==> config.mk <==
export PLATFORM = sky130hd
export DESIGN_NAME = dq_ctrl
export DESIGN_NICKNAME = d
export VERILOG_FILES = /design/src/hdl/dq_pkg.sv /design/src/hdl/dq_ctrl.sv
export SDC_FILE = /design/constraint.sdc
export NUM_CORES = 1
export LEC_CHECK = 0
export BUFFER_PORTS_ARGS = -buffer_cell sky130_fd_sc_hd__buf_2
export CORE_ASPECT_RATIO = 0.8
export CORE_MARGIN = 2
export CORE_UTILIZATION = 26
export CTS_BUF_LIST = sky130_fd_sc_hd__clkbuf_4 sky130_fd_sc_hd__clkbuf_8
export DETAILED_ROUTE_END_ITERATION = 16
export SKIP_CTS_REPAIR_TIMING = 1
export SLEW_MARGIN = 10
export SYNTH_ARGS = -nofsm -noshare
export SYNTH_HDL_FRONTEND = slang
export SYNTH_SLANG_ARGS = --single-unit
==> constraint.sdc <==
create_clock -name clk -period 2.55 [get_ports clk]
set_clock_uncertainty 0.15 [all_clocks]
set_input_delay 0.1275 -clock clk [delete_from_list [all_inputs] [get_ports clk]]
set_output_delay 0.1275 -clock clk [all_outputs]
set_load 0.03 [all_outputs]
==> src/hdl/dq_pkg.sv <==
// dq_pkg: shared constants, command and status codes, interface structs
`timescale 1ns / 1ps

package dq_pkg;

  localparam int DEPTH   = 1024;
  localparam int ADDR_W  = $clog2(DEPTH);
  localparam int CNT_W   = $clog2(DEPTH + 1);
  localparam int SUM_W   = ADDR_W + 1;
  localparam int WORD_W  = 64;
  localparam int COUNT_W = 11;

  localparam logic [ADDR_W-1:0] LAST_ADDR = ADDR_W'(DEPTH - 1);
  localparam logic [SUM_W-1:0]  DEPTH_S   = SUM_W'(DEPTH);
  localparam logic [CNT_W-1:0]  DEPTH_C   = CNT_W'(DEPTH);

  typedef enum logic [2:0] {
    CMD_PUSH_FRONT = 3'd0,
    CMD_PUSH_BACK  = 3'd1,
    CMD_POP_FRONT  = 3'd2,
    CMD_POP_BACK   = 3'd3,
    CMD_FRONT      = 3'd4,
    CMD_BACK       = 3'd5,
    CMD_SIZE       = 3'd6,
    CMD_CLEAR      = 3'd7
  } cmd_t;

  typedef enum logic [1:0] {
    ST_OK    = 2'd0,
    ST_VALUE = 2'd1,
    ST_EMPTY = 2'd2,
    ST_FULL  = 2'd3
  } status_t;

  typedef struct packed {
    logic              en;
    logic              we;
    logic [ADDR_W-1:0] addr;
  } mem_req_t;

  typedef struct packed {
    status_t             status;
    logic [COUNT_W-1:0]  count;
  } res_info_t;

endpackage

==> src/hdl/dq_ctrl.sv <==
// dq_ctrl: command decode, head pointer and fill count, ram request
`timescale 1ns / 1ps

module dq_ctrl (
  input  logic              clk,
  input  logic              rst,
  input  logic              accept,
  input  logic [2:0]        command,
  output dq_pkg::mem_req_t  mem_req,
  output dq_pkg::res_info_t info
);

  logic [dq_pkg::ADDR_W-1:0] head, head_next;
  logic [dq_pkg::CNT_W-1:0]  fill, fill_next;
  logic [dq_pkg::ADDR_W-1:0] head_dec, head_inc, tail_slot, back_slot;
  logic [dq_pkg::SUM_W-1:0]  tail_sum, back_sum;
  logic                      full, empty;
  dq_pkg::status_t           status;

  always_ff @(posedge clk) begin
    if (rst) begin
      head <= '0;
      fill <= '0;
    end else if (accept) begin
      head <= head_next;
      fill <= fill_next;
    end
  end

  assign full  = (fill == dq_pkg::DEPTH_C);
  assign empty = (fill == '0);

  assign head_dec = (head == '0) ? dq_pkg::LAST_ADDR : head - 1'b1;
  assign head_inc = (head == dq_pkg::LAST_ADDR) ? '0 : head + 1'b1;

  // head + fill and head + fill - 1, each below twice the depth
  assign tail_sum  = dq_pkg::SUM_W'(head) + dq_pkg::SUM_W'(fill);
  assign back_sum  = tail_sum - 1'b1;
  assign tail_slot = (tail_sum >= dq_pkg::DEPTH_S) ?
                     dq_pkg::ADDR_W'(tail_sum - dq_pkg::DEPTH_S) : dq_pkg::ADDR_W'(tail_sum);
  assign back_slot = (back_sum >= dq_pkg::DEPTH_S) ?
                     dq_pkg::ADDR_W'(back_sum - dq_pkg::DEPTH_S) : dq_pkg::ADDR_W'(back_sum);

  always_comb begin
    head_next   = head;
    fill_next   = fill;
    status      = dq_pkg::ST_OK;
    mem_req.en   = 1'b0;
    mem_req.we   = 1'b0;
    mem_req.addr = head;
    unique case (dq_pkg::cmd_t'(command))
      dq_pkg::CMD_PUSH_FRONT: begin
        if (full) begin
          status = dq_pkg::ST_FULL;
        end else begin
          head_next    = head_dec;
          fill_next    = fill + 1'b1;
          mem_req.en   = 1'b1;
          mem_req.we   = 1'b1;
          mem_req.addr = head_dec;
        end
      end
      dq_pkg::CMD_PUSH_BACK: begin
        if (full) begin
          status = dq_pkg::ST_FULL;
        end else begin
          fill_next    = fill + 1'b1;
          mem_req.en   = 1'b1;
          mem_req.we   = 1'b1;
          mem_req.addr = tail_slot;
        end
      end
      dq_pkg::CMD_POP_FRONT, dq_pkg::CMD_FRONT: begin
        if (empty) begin
          status = dq_pkg::ST_EMPTY;
        end else begin
          status     = dq_pkg::ST_VALUE;
          mem_req.en = 1'b1;
          if (dq_pkg::cmd_t'(command) == dq_pkg::CMD_POP_FRONT) begin
            head_next = head_inc;
            fill_next = fill - 1'b1;
          end
        end
      end
      dq_pkg::CMD_POP_BACK, dq_pkg::CMD_BACK: begin
        if (empty) begin
          status = dq_pkg::ST_EMPTY;
        end else begin
          status       = dq_pkg::ST_VALUE;
          mem_req.en   = 1'b1;
          mem_req.addr = back_slot;
          if (dq_pkg::cmd_t'(command) == dq_pkg::CMD_POP_BACK) begin
            fill_next = fill - 1'b1;
          end
        end
      end
      dq_pkg::CMD_SIZE: begin
        status = dq_pkg::ST_OK;
      end
      dq_pkg::CMD_CLEAR: begin
        head_next = '0;
        fill_next = '0;
      end
      default: begin
        status = dq_pkg::ST_OK;
      end
    endcase
    mem_req.en  = mem_req.en & accept;
    info.status = status;
    info.count  = dq_pkg::COUNT_W'(fill_next);
  end

endmodule

==> results.md, run 1 <==
- Mux cell area share after synthesis: under 10%
- First-pass GRT wire length: 20,900 µm
- Share of layout cells above drive strength 1: between 40% and 50%
- Final Hold Viols: 0
- Number of global-route vias before repair: 3,976
- CP Max Fanout: 5
- Vias/cell: 5.73
- WL final: 13,800 µm
- Die Height: 104 µm
- Post-route setup TNS: -4.79 ns
- Slew Viols, Final: 0
- Xor and xnor fraction of the mapped netlist area: 4.28%
- Dominant cells by area after synthesis: dfxtp_1, ha_1, a21oi_1, o21ai_0, nor2_1
- IO Port Bufs: 30
- IO Pins: 31
- Slew headroom: 46.4%
- R2R Setup Slk: -0.07 ns
- Worst setup SP type: flop
- Seq/Total Area, Yosys: 12.8%
- CTS tree: built
- Busiest grt layer: met2
- Synth Register Bits: 21
- Die extent in x: 129 µm
- Worst Max-Slew Pin Slew: 0.798 ns
- Status: finished with violations
- Met2 Resource Use GR: between 20% and 30%
- CP Data Required Time: 2.27 ns
- Warnings from Yosys: 0
- Number of flops mapped to enable cells by yosys: 0
- Largest area contributor in the netlist: dfxtp_1
- GR met1 Demand/Resource: 27.8%
- Largest family of logic cells by synthesized area: compound AO/OA/AOI/OAI gates
- Worst hold-check path type: primary input to flop
- Placer Congestion: 0.948
- Core area: 0.0123 mm²
- Critical path class: flop to output port
- R2r startpoint: fill[0]$_SDFFE_PP0P_
- Top_reg_cell synth: dfxtp_1
- Cell variety after synth: 75
- Tmin final: slightly above 3 ns
- Pin count of the biggest net entering global routing: 21
- Deepest clock path buffer count: 2
- # clock sinks: 21
- Worst Hold Path Cells: 3
- Finished layout cell area: 0.00522 mm²
- Placed inst area: 0.00454 mm²
- Compound-gate portion of the synthesized area: 38.0%
- RSZ-0062 raised after global routing: true
- MaxCap Viol Count: 0
- Cells after Synth: 476
- Latest clock arrival within the worst-skew pair: 0.28 ns
- CTS H-tree lvls: 1
- Die area: 0.0135 mm²
- Asr flop ratio synth: 0%
- # setup viols final: 21
- DRC Markers: 0
- First-pass iteration count of the detailed router: 5
- Power density over cell area: 552 mW/mm²
- Final #Nets: slightly above 600
- Share of the synthesized area in the top cell type: 12.8%
- Static Leak: 2.19 nW
- CTS clock-pin slew for the worst setup and hold paths: around 0.09 ns
- Reg2Reg Depth: 12
- Post-Synth Adder-Cell Area: under 10%
- P&R area growth vs syn: 59.2%
- Worst R2R End: fill[1]$_SDFFE_PP0P_
- CTS root buffer: clkbuf_8
- GR Util met3: 3.09%
- Setup ws final: -0.487 ns
- GRT Total Usage: 19.2%
- Post-DR wirelength/cell: 18.0 µm
- Worst setup path startpoint: head[1]$_SDFFE_PP0P_
- Starting Density: 26.7%
- Hold wc startpoint: rst
- Crit end category: output port
- Detail Placement HPWL: 10,400 µm
- Final period util: 119%
- Num CTS Buffers: 3
- Iter 0 DRT Violations: 361
- # rows: 36
- Vias: around 4,400
- # diodes: 0
- Syn Nets: roughly 500
- Worst-case vdd ir drop: 0.279 mV
- Violated checks: setup timing
- Post-Synth Simple-Gate Area: between 20% and 30%
- Post-route ant nets: 0
- Hold EP: fill[9]$_SDFFE_PP0P_
- Initial antenna violation count: 0
- F_max: 0.329 GHz
- GRT overflow: 0
- Crit path DAT: 2.76 ns
- Mapped Avg Cell Area: 6.88 µm²
- Cell area after synthesis: 0.00328 mm²
critical path, stage by stage, from the launching register on:
cell and delay [ns]:
dfxtp_2 0.38, ha_1 0.34, a21oi_1 0.24, o21bai_2 0.13
o2111a_1 0.32, a2111oi_1 0.50, a211oi_1 0.10, a221o_2 0.32
buf_6 0.14
worst max-delay path by stage:
stage / depth (start not counted) / end / slack (ns)
2_1_floorplan: 9 / mem_req[6] / -0.11
3_3_place_gp: 10 / mem_req[4] / -0.19
3_5_place_dp: 10 / mem_req[4] / -0.22
4_1_cts: 10 / mem_req[4] / -0.54
5_1_grt: 9 / mem_req[8] / -0.62
6_report: 8 / mem_req[7] / -0.49
layer usage:
metal,wire length (µm),vias to the layer above,share of wire [%]
met5,0,-,0
met4,289,0,2.1
met3,804,28,5.8
met2,6510,167,47
met1,6230,2143,45
li1,-,2074,-
stage by stage:
stage	utilization [%]	instances	total power, mW	worst slack (ns)	hold slack (ns)
3_5_place_dp	37.0	753	2.18	-0.219	0.410
5_1_grt	42.6	770	3.05	-0.619	0.154
4_1_cts	37.4	757	2.43	-0.538	0.118
6_report	42.6	770	2.88	-0.487	0.128
2_1_floorplan	-	476	1.51	-0.111	0.210
3_3_place_gp	37.0	753	2.16	-0.194	0.405
synth_stat cells, types with 8 or more instances:
cell / instances
nor2_1: 41
nand2_1: 40
a21oi_1: 33
o21ai_0: 32
clkbuf_1: 30
nand3_1: 22
dfxtp_1: 21
inv_1: 20
ha_1: 15
nor3_1: 14
and3_1: 12
xnor2_1: 12
a211oi_1: 10
o211ai_1: 9
o31ai_1: 9
a31oi_1: 8
flip-flops by register name, summed over array words and instances, names as in the netlist:
| signal | flops |
|---|---|
| fill | 11 |
| head | 10 |
power by group:
group          total [mW]  internal [mW]  switching, mW  leakage (nW)
logic                2.23           1.06           1.18          1.99
registers           0.398          0.358         0.0402         0.177
clock network       0.249          0.110          0.139        0.0255
total                2.88           1.52           1.36          2.19
cell type report:
type	instances	area (µm²)
fill	1221	7040
timing repair buffer	156	1270
multi-input combinational	396	3160
sequential	21	445
clock inverter	1	5.00
tap	171	214
inverter	22	87.6
clock buffer	3	41.3
kinds of logic after synthesis:
family | Yosys count
and+or+nand+nor | 182
adders and majority gates | 16
muxes | 7
buffers and inverters | 59
DFF | 21
AOI/OAI and AO/OA | 175
xor gates and xnor gates | 16
layout by cell type, fill, tap and decap left out, types with 9 or more instances in the layout:
| master | netlist | routed |
|---|---|---|
| xnor2_1 | 12 | 9 |
| buf_4 | 0 | 117 |
| o211ai_1 | 9 | 9 |
| o21ai_0 | 32 | 19 |
| inv_1 | 20 | 15 |
| dfxtp_1 | 21 | 11 |
| nor3_1 | 14 | 11 |
| a21oi_1 | 33 | 30 |
| and3_1 | 12 | 10 |
| nand3_1 | 22 | 19 |
| buf_2 | 4 | 10 |
| nor2_1 | 41 | 39 |
| ha_1 | 15 | 9 |
| buf_6 | 1 | 27 |
| nand2_1 | 40 | 35 |
Note: power is estimated with default switching activity, not from simulation.
==> run 2: changes to the inputs <==
--- a/config.mk
+++ b/config.mk
@@ -5,12 +5,14 @@
 export SDC_FILE = /design/constraint.sdc
 export NUM_CORES = 1
 export LEC_CHECK = 0
+export ABC_AREA = 1
 export BUFFER_PORTS_ARGS = -buffer_cell sky130_fd_sc_hd__buf_2
 export CORE_ASPECT_RATIO = 0.8
 export CORE_MARGIN = 2
 export CORE_UTILIZATION = 26
 export CTS_BUF_LIST = sky130_fd_sc_hd__clkbuf_4 sky130_fd_sc_hd__clkbuf_8
 export DETAILED_ROUTE_END_ITERATION = 16
+export GPL_TIMING_DRIVEN = 0
 export SKIP_CTS_REPAIR_TIMING = 1
 export SLEW_MARGIN = 10
 export SYNTH_ARGS = -nofsm -noshare
==> run 2 against run 1 <==
Net effect:
- the run ends with hold timing, setup timing left
- die area increased by 6.7%
- synthesized cell count increased by 29%
- via count decreased by 4.5%
- non-clock buffer count decreased by 92
- setup slack improved by 0.16 ns
- sequential share of layout area increased by 1.4 points
- clock-buffer cell count increased by 1
- total power decreased by 30%
- critical path depth increased by 5
- first-iteration DRC count increased by 14%
- global-route usage decreased by 2.6 points
- maximum frequency increased by 5.6%
- critical path type unchanged
==> results.md, run 2 <==
- # rows: 37 (+2.8%)
- R2R Setup Slk: 0.30 ns (+0.37 ns)
- Critical path, cell by cell: ha_4 > fa_2 > inv_2 > nand2_1 > a21oi_2 > nand3_1 > nor2_2 > buf_4 > xnor2_2 > nand2_1 > o211ai_1 > nand3b_1 > buf_6
- Placer Congestion: 0.871 (-8.1%)
- Setup ws final: -0.326 ns (+0.162 ns)
- Tmin final: 2.88 ns (-0.162 ns)
- CP Data Required Time: 2.27 ns (about the same)
- Area of the multi-input gates: 0.00284 mm² (-9.9%)
- Placed inst area: 0.00387 mm² (-15%)
- Largest Register: fill
- Mapped Avg Cell Area: 5.70 µm² (-17%)
- Status: finished with violations
- Die extent in x: 134 µm (+3.3%)
- Latest clock arrival within the worst-skew pair: 0.28 ns (about the same)
- # clock sinks: 21 (unchanged)
- Starting Density: 26.9% (+0.19 points)
- Slew Viols, Final: 0 (unchanged)
- Number of flops mapped to enable cells by yosys: 0 (unchanged)
- Worst setup SP type: flop
- GR met1 Demand/Resource: 24.6% (-3.2 points)
- Met2 Resource Use GR: 25.1% (-4.8 points)
- R2r startpoint: fill[0]$_SDFFE_PP0P_
- Finished layout cell area: 0.00442 mm² (-15%)
- Worst hold margin: -0.0205 ns (-0.148 ns)
- CTS root buffer: clkbuf_8
- Detail Placement HPWL: 9460 µm (-8.6%)
- Synth Register Bits: 21 (unchanged)
- Worst setup path startpoint: fill[0]$_SDFFE_PP0P_
- Commonest cells in the netlist: nand2_1, inv_1, nand3_1, nor2_1, o21ai_0
- WL final: 12,400 µm (-10%)
- Slew headroom: 40.1% (-6.3 points)
- Largest area contributor in the netlist: nand2_1
- Post-Synth Simple-Gate Area: 47.6% (+19 points)
- P&R area growth vs syn: 26.3%
- Critical Path Max Stage Delay: 0.46 ns (-0.04 ns)
- GRT Total Usage: 16.6% (-2.6 points)
- Final #Nets: 689 (+11%)
- Deepest clock path buffer count: 2 (unchanged)
- Number of buffers and inverters on the critical path: 3 (+2)
- CTS clock-pin slew for the worst setup and hold paths: 0.10 ns (about the same)
- Post-Synth Adder-Cell Area: 5.93% (-0.41 points)
- Worst hold-check path type: primary input to flop
- # diodes: 0 (unchanged)
- Reg2Reg Depth: 16 (+4)
- Cell variety after synth: 41 (-45%)
- GR Util met3: 3.20% (+0.12 points)
- Xor and xnor fraction of the mapped netlist area: 3.00% (-1.3 points)
- Post-DR wirelength/cell: 14.7 µm (-18%)
- Vias/cell: 5.01 (-13%)
- Post-layout total power: 2.02 mW (-30%)
- First-pass iteration count of the detailed router: 5 (unchanged)
- Seq/Total Area, Yosys: 12.0% (-0.83 points)
- Most frequent cells in the layout: nand2_1, inv_1, nand3_1, nor2_1, o21ai_0
- Slowest library cell on the worst path: fa_2
- Commonest non-fill, non-tap cell in the layout: nand2_1
- Iter 0 DRT Violations: 413 (+14%)
- Fillcell total: 1,423 (+17%)
- Cell mode on critical path: nand2_1
- Compound-gate portion of the synthesized area: 18.2% (-20 points)
- First-pass GRT wire length: 19,100 µm (-8.7%)
- Crit path max-delay family: adder cells
- Area occupied by registers: 440 µm² (-1.1%)
- Worst-case vdd ir drop: 0.246 mV (-12%)
- Worst Setup EP: mem_req[5]
- Asr flop ratio synth: 0% (unchanged)
- Dominant cells by area after synthesis: nand2_1, dfxtp_1, nand3_1, inv_1, ha_1
- Cell area after synthesis: 0.00350 mm² (+6.9%)
- MaxCap Viol Count: 0 (unchanged)
- Count leader, synth: nand2_1
- Share of layout cells above drive strength 1: 26.4% (-18 points)
- Number of global-route vias before repair: 3,607 (-9.3%)
- DRC Markers: 0 (unchanged)
- Power density over cell area: 457 mW/mm² (-17%)
- Critical path class: flop to output port
- Violated checks: hold timing, setup timing
- Core area: 0.0130 mm² (+6.2%)
- Post-route ant nets: 0 (unchanged)
- Die area: 0.0144 mm² (+6.7%)
- Cells after Synth: 614 (+29%)
- Syn Nets: 636 (+28%)
- Static Leak: 2.15 nW (-1.6%)
- Crit path DAT: 2.60 ns (-0.16 ns)
- Initial antenna violation count: 0 (unchanged)
- Worst Max-Slew Pin Slew: 0.898 ns (+0.0999 ns)
- Share of the synthesized area in the top cell type: 19.2% (+6.4 points)
- F_max: 0.348 GHz (+5.6%)
- Pin count of the biggest net entering global routing: 12 (-43%)
- Final period util: 113% (-6.3 points)
- # setup viols final: 9 (-57%)
- Worst R2R End: fill[1]$_SDFFE_PP0P_
- Crit end category: output port
- Final Hold Viols: 2 (+2)
- Vias: 4,213 (-4.5%)
- CTS H-tree lvls: 1 (unchanged)
- IO Pins: 31 (unchanged)
- Num CTS Buffers: 3 (unchanged)
- Mux cell area share after synthesis: 0% (-2.2 points)
- Warnings from Yosys: 0 (unchanged)
- GRT overflow: 0 (unchanged)
- RSZ-0062 raised after global routing: true
- Die Height: 108 µm (+3.3%)
- Levels on crit path: 13 (+5)
- Core Util, Final: 34.0% (-8.6 points)
- Busiest grt layer: met2
- Top Registers: fill x11, head x10
- Largest register FFs: 11 (unchanged)
- Top_reg_cell synth: dfxtp_1
- CTS tree: built
- IO Port Bufs: 29 (-3.3%)
- Largest family of logic cells by synthesized area: simple AND/OR/NAND/NOR gates
- Dpl ws: -0.339 ns (-0.120 ns)
- CP Max Fanout: 3 (-2)
-- run 2: cell types whose count changed in the layout (fill, tap and decap cells not counted), moves of 9 or more --
| cell | before | now |
|---|---|---|
| nand2_1 | 35 | 169 |
| buf_4 | 117 | 18 |
| inv_1 | 15 | 74 |
| nand3_1 | 19 | 57 |
| nand2_2 | 5 | 20 |
| inv_2 | 4 | 17 |
| buf_2 | 10 | 21 |
| nand4_1 | 3 | 14 |
| o21ai_0 | 19 | 30 |
| and3_1 | 10 | 0 |
| buf_6 | 27 | 17 |
| nand2_4 | 0 | 9 |
-- run 2: final cells by class --
class	count	share of cell area (%)
multi-input combinational	481	64.3
timing repair buffer	48	8.97
tap	175	4.95
sequential	21	9.96
clock buffer	4	1.10
inverter	96	8.43
buffer	16	2.29
-- run 2: kinds of logic after synthesis --
group / Yosys count
flip-flops: 21
AO/OA/AOI/OAI: 104
adder cells (fa/ha/maj): 16
buffers and inverters: 112
XOR/XNOR: 12
AND/OR/NAND/NOR: 349
-- run 2: power breakdown --
| group | switching [mW] | total, mW | internal, mW |
|---|---|---|---|
| Sequential | 0.0479 | 0.405 | 0.357 |
| Combinational | 0.867 | 1.34 | 0.478 |
| Clock | 0.149 | 0.273 | 0.123 |
| Total | 1.06 | 2.02 | 0.959 |
-- run 2: layer usage --
| layer | part of all wire [%] | up-vias | routed length [µm] |
|---|---|---|---|
| met2 | 43 | 153 | 5290 |
| met3 | 9.3 | 15 | 1150 |
| li1 | - | 2126 | - |
| met1 | 47 | 1919 | 5810 |
| met4 | 1.2 | 0 | 147 |
| met5 | 0 | - | 0 |
-- run 2: worst register-to-register path: cells and delay by family (launching register included) --
kind / cells / cell delay (ns)
AND/OR/NAND/NOR: 6 / 0.66
buffers and inverters: 6 / 0.51
flip-flops: 1 / 0.38
AO/OA/AOI/OAI: 3 / 0.31
adder cells (fa/ha/maj): 1 / 0.14
-- run 2: through the flow --
step	hold WS (ns)	setup TNS, ns	std cells
after floorplan	0.138	0	614
after global placement	0.286	-2.52	818
after detailed placement	0.289	-2.24	818
after CTS	-0.0188	-7.86	822
after global routing	0.0184	-2.92	841
final	-0.0205	-1.48	841
-- run 2: worst min path at each step --
stage                      endpoint  start  cells after the start
2_1_floorplan  fill[0]$_SDFFE_PP0P_    rst                      3
3_3_place_gp   fill[1]$_SDFFE_PP0P_    rst                      4
3_5_place_dp   fill[1]$_SDFFE_PP0P_    rst                      4
4_1_cts        fill[1]$_SDFFE_PP0P_    rst                      4
5_1_grt        fill[1]$_SDFFE_PP0P_    rst                      4
6_report       fill[0]$_SDFFE_PP0P_    rst                      4
==> run 3: changes to the inputs <==
--- a/config.mk
+++ b/config.mk
@@ -7,9 +7,10 @@
 export LEC_CHECK = 0
 export ABC_AREA = 1
 export BUFFER_PORTS_ARGS = -buffer_cell sky130_fd_sc_hd__buf_2
+export CAP_MARGIN = 10
 export CORE_ASPECT_RATIO = 0.8
 export CORE_MARGIN = 2
-export CORE_UTILIZATION = 26
+export CORE_UTILIZATION = 28
 export CTS_BUF_LIST = sky130_fd_sc_hd__clkbuf_4 sky130_fd_sc_hd__clkbuf_8
 export DETAILED_ROUTE_END_ITERATION = 16
 export GPL_TIMING_DRIVEN = 0
==> run 3 against run 2 <==
Net effect:
- the run still ends with hold timing, setup timing left
- final area fell by 2.8%
- register-to-register slack barely moved
- clock power fell by 3%
- critical path type unchanged
==> results.md, run 3 (same netlist as run 2, synthesis figures left out) <==
- Status: finished with violations
- Violated checks: hold timing, setup timing
- Pin count of the biggest net entering global routing: 14 (+2)
- Internal Power: 0.930 mW (-3.0%)
- # rows: 36 (-2.7%)
- Initial antenna violation count: 0 (unchanged)
- Worst hold-check path type: primary input to flop
- Static Leak: 2.12 nW (-1.5%)
- # setup viols final: 8 (-1)
- Slew Viols, Final: 0 (unchanged)
- Detail Placement HPWL: 9430 µm (-0.27%)
- Sw Ratio: 52.9% (+0.29 points)
- CP Data Required Time: 2.27 ns (about the same)
- Core area: 0.0122 mm² (-6.2%)
- First-pass iteration count of the detailed router: 5 (unchanged)
- Worst hold margin: -0.0192 ns (+0.00133 ns)
- Tmin final: 2.90 ns (+0.0247 ns)
- Reg power frac: 20.6% (+0.6 points)
- Deepest clock path buffer count: 2 (unchanged)
- Commonest non-fill, non-tap cell in the layout: nand2_1
- Share of layout cells above drive strength 1: 25.3% (-1.2 points)
- GRT overflow: 0 (unchanged)
- Vias: 4,128 (-2.0%)
- Non-filler cells, final: 836 (-0.59%)
- Latest clock arrival within the worst-skew pair: 0.29 ns (about the same)
- MaxCap Viol Count: 0 (unchanged)
- F_max: 0.345 GHz (-0.85%)
- CTS root buffer: clkbuf_8
- CTS tree: built
- P&R area growth vs syn: 22.7%
- Die Height: 104 µm (-3.5%)
- Placed Cells: 814 (-0.49%)
- Worst-case vdd ir drop: 0.216 mV (-12%)
- Worst setup SP type: flop
- CP Max Fanout: 5 (+2)
- Placer Congestion: 0.930 (+6.8%)
- Number of global-route vias before repair: 3,660 (+1.5%)
- GRT Total Usage: 17.7% (+1.0 points)
- Die extent in x: 129 µm (-3.5%)
- Most frequent cells in the layout: nand2_1, inv_1, nand3_1, nor2_1, o21ai_0
- Power density over cell area: 459 mW/mm² (+0.43%)
- Starting Density: 28.7% (+1.8 points)
- # clock sinks: 21 (unchanged)
- Proportion of power drawn by combinational gates: 66.1% (-0.4 points)
- Iter 0 DRT Violations: 354 (-14%)
- Vias/cell: 4.94 (-1.4%)
- Crit path DAT: 2.62 ns (+0.02 ns)
- Worst Max-Slew Pin Slew: 0.855 ns (-0.0432 ns)
- Slew headroom: 43.0% (+2.9 points)
- WL final: 12,000 µm (-2.9%)
- # diodes: 0 (unchanged)
- Top Registers: fill x11, head x10
- Psw: 1.04 mW (-1.9%)
- RSZ-0062 raised after global routing: true
- Num CTS Buffers: 3 (unchanged)
- Post-route ant nets: 0 (unchanged)
- Crit end category: output port
- Die area: 0.0134 mm² (-6.9%)
- IO Port Bufs: 29 (unchanged)
- Critical path class: flop to output port
- Largest Register: fill
- Largest register FFs: 11 (unchanged)
- Post-DR wirelength/cell: 14.4 µm (-2.3%)
- Clock share of power: 13.4% (about the same)
- CTS clock-pin slew for the worst setup and hold paths: 0.11 ns (about the same)
- Final Hold Viols: 2 (unchanged)
- DRC Markers: 0 (unchanged)
- IO Pins: 31 (unchanged)
- Final #Nets: 688 (-0.15%)
- First-pass GRT wire length: 19,000 µm (-0.14%)
- Setup ws final: -0.350 ns (-0.0247 ns)
- CTS H-tree lvls: 1 (unchanged)
- Final period util: 114% (+0.97 points)
-- run 3: power groups by stage --
stage	Combinational (mW)	Sequential (mW)	Clock (mW)
detailed placement	1.12	0.410	0
global route	1.44	0.409	0.288
finish	1.30	0.406	0.264
floorplan	0.864	0.389	0
CTS	1.12	0.403	0.273
global placement	1.12	0.410	0
-- run 3: critical path, cell delays in order, from the launching register on --
cell and delay [ns]:
dfxtp_4 0.39, ha_4 0.17, fa_2 0.49, inv_2 0.08, nand2_2 0.05, a21oi_2 0.12
nand3_1 0.10, nor2_2 0.18, buf_4 0.13, xnor2_1 0.10, nand2_1 0.06, o211ai_1 0.11
nand3b_1 0.16, buf_6 0.17
-- run 3: layout make-up --
| cell class | instances | area [µm²] |
|---|---|---|
| plain buffers | 16 | 101 |
| clock buffers | 3 | 41.3 |
| clock inverters | 1 | 7.51 |
| fillers | 1376 | 7910 |
| inverters | 96 | 365 |
| multi-input cells | 481 | 2800 |
| flip-flops and latches | 21 | 434 |
| well taps | 171 | 214 |
| repair buffers | 47 | 329 |
-- run 3: metal layers --
layer  vias up  global-route usage (%)  wire (µm)
met5         -                       0          0
met4         0                    3.26        130
met3        12                    2.42        779
met2       153                    26.2       5080
met1      1850                    27.1       6050
li1       2113                       -          -
-- run 3: worst paths after layout --
path                             start                   end  slack, ns  cells after the start
setup reg to reg  head[3]$_SDFFE_PP0P_  head[9]$_SDFFE_PP0P_       0.30                     11
hold reg to reg   head[1]$_SDFFE_PP0P_  head[1]$_SDFFE_PP0P_       0.40                      2
hold / removal                     rst  fill[1]$_SDFFE_PP0P_      -0.02                      4
setup / recovery  head[0]$_SDFFE_PP0P_            mem_req[5]      -0.35                     13
-- run 3: per-stage QoR --
| step | cell area [µm²] | power (mW) | TNS [ns] | util (%) | setup slack, ns |
|---|---|---|---|---|---|
| after floorplan | 3500 | 1.25 | 0 | - | 0.0306 |
| after global placement | 3860 | 1.53 | -2.63 | 31.6 | -0.393 |
| after detailed placement | 3860 | 1.53 | -2.43 | 31.6 | -0.398 |
| after CTS | 3910 | 1.80 | -8.02 | 32.0 | -0.762 |
| after global routing | 4300 | 2.13 | -3.00 | 35.2 | -0.473 |
| final | 4300 | 1.97 | -1.94 | 35.2 | -0.350 |
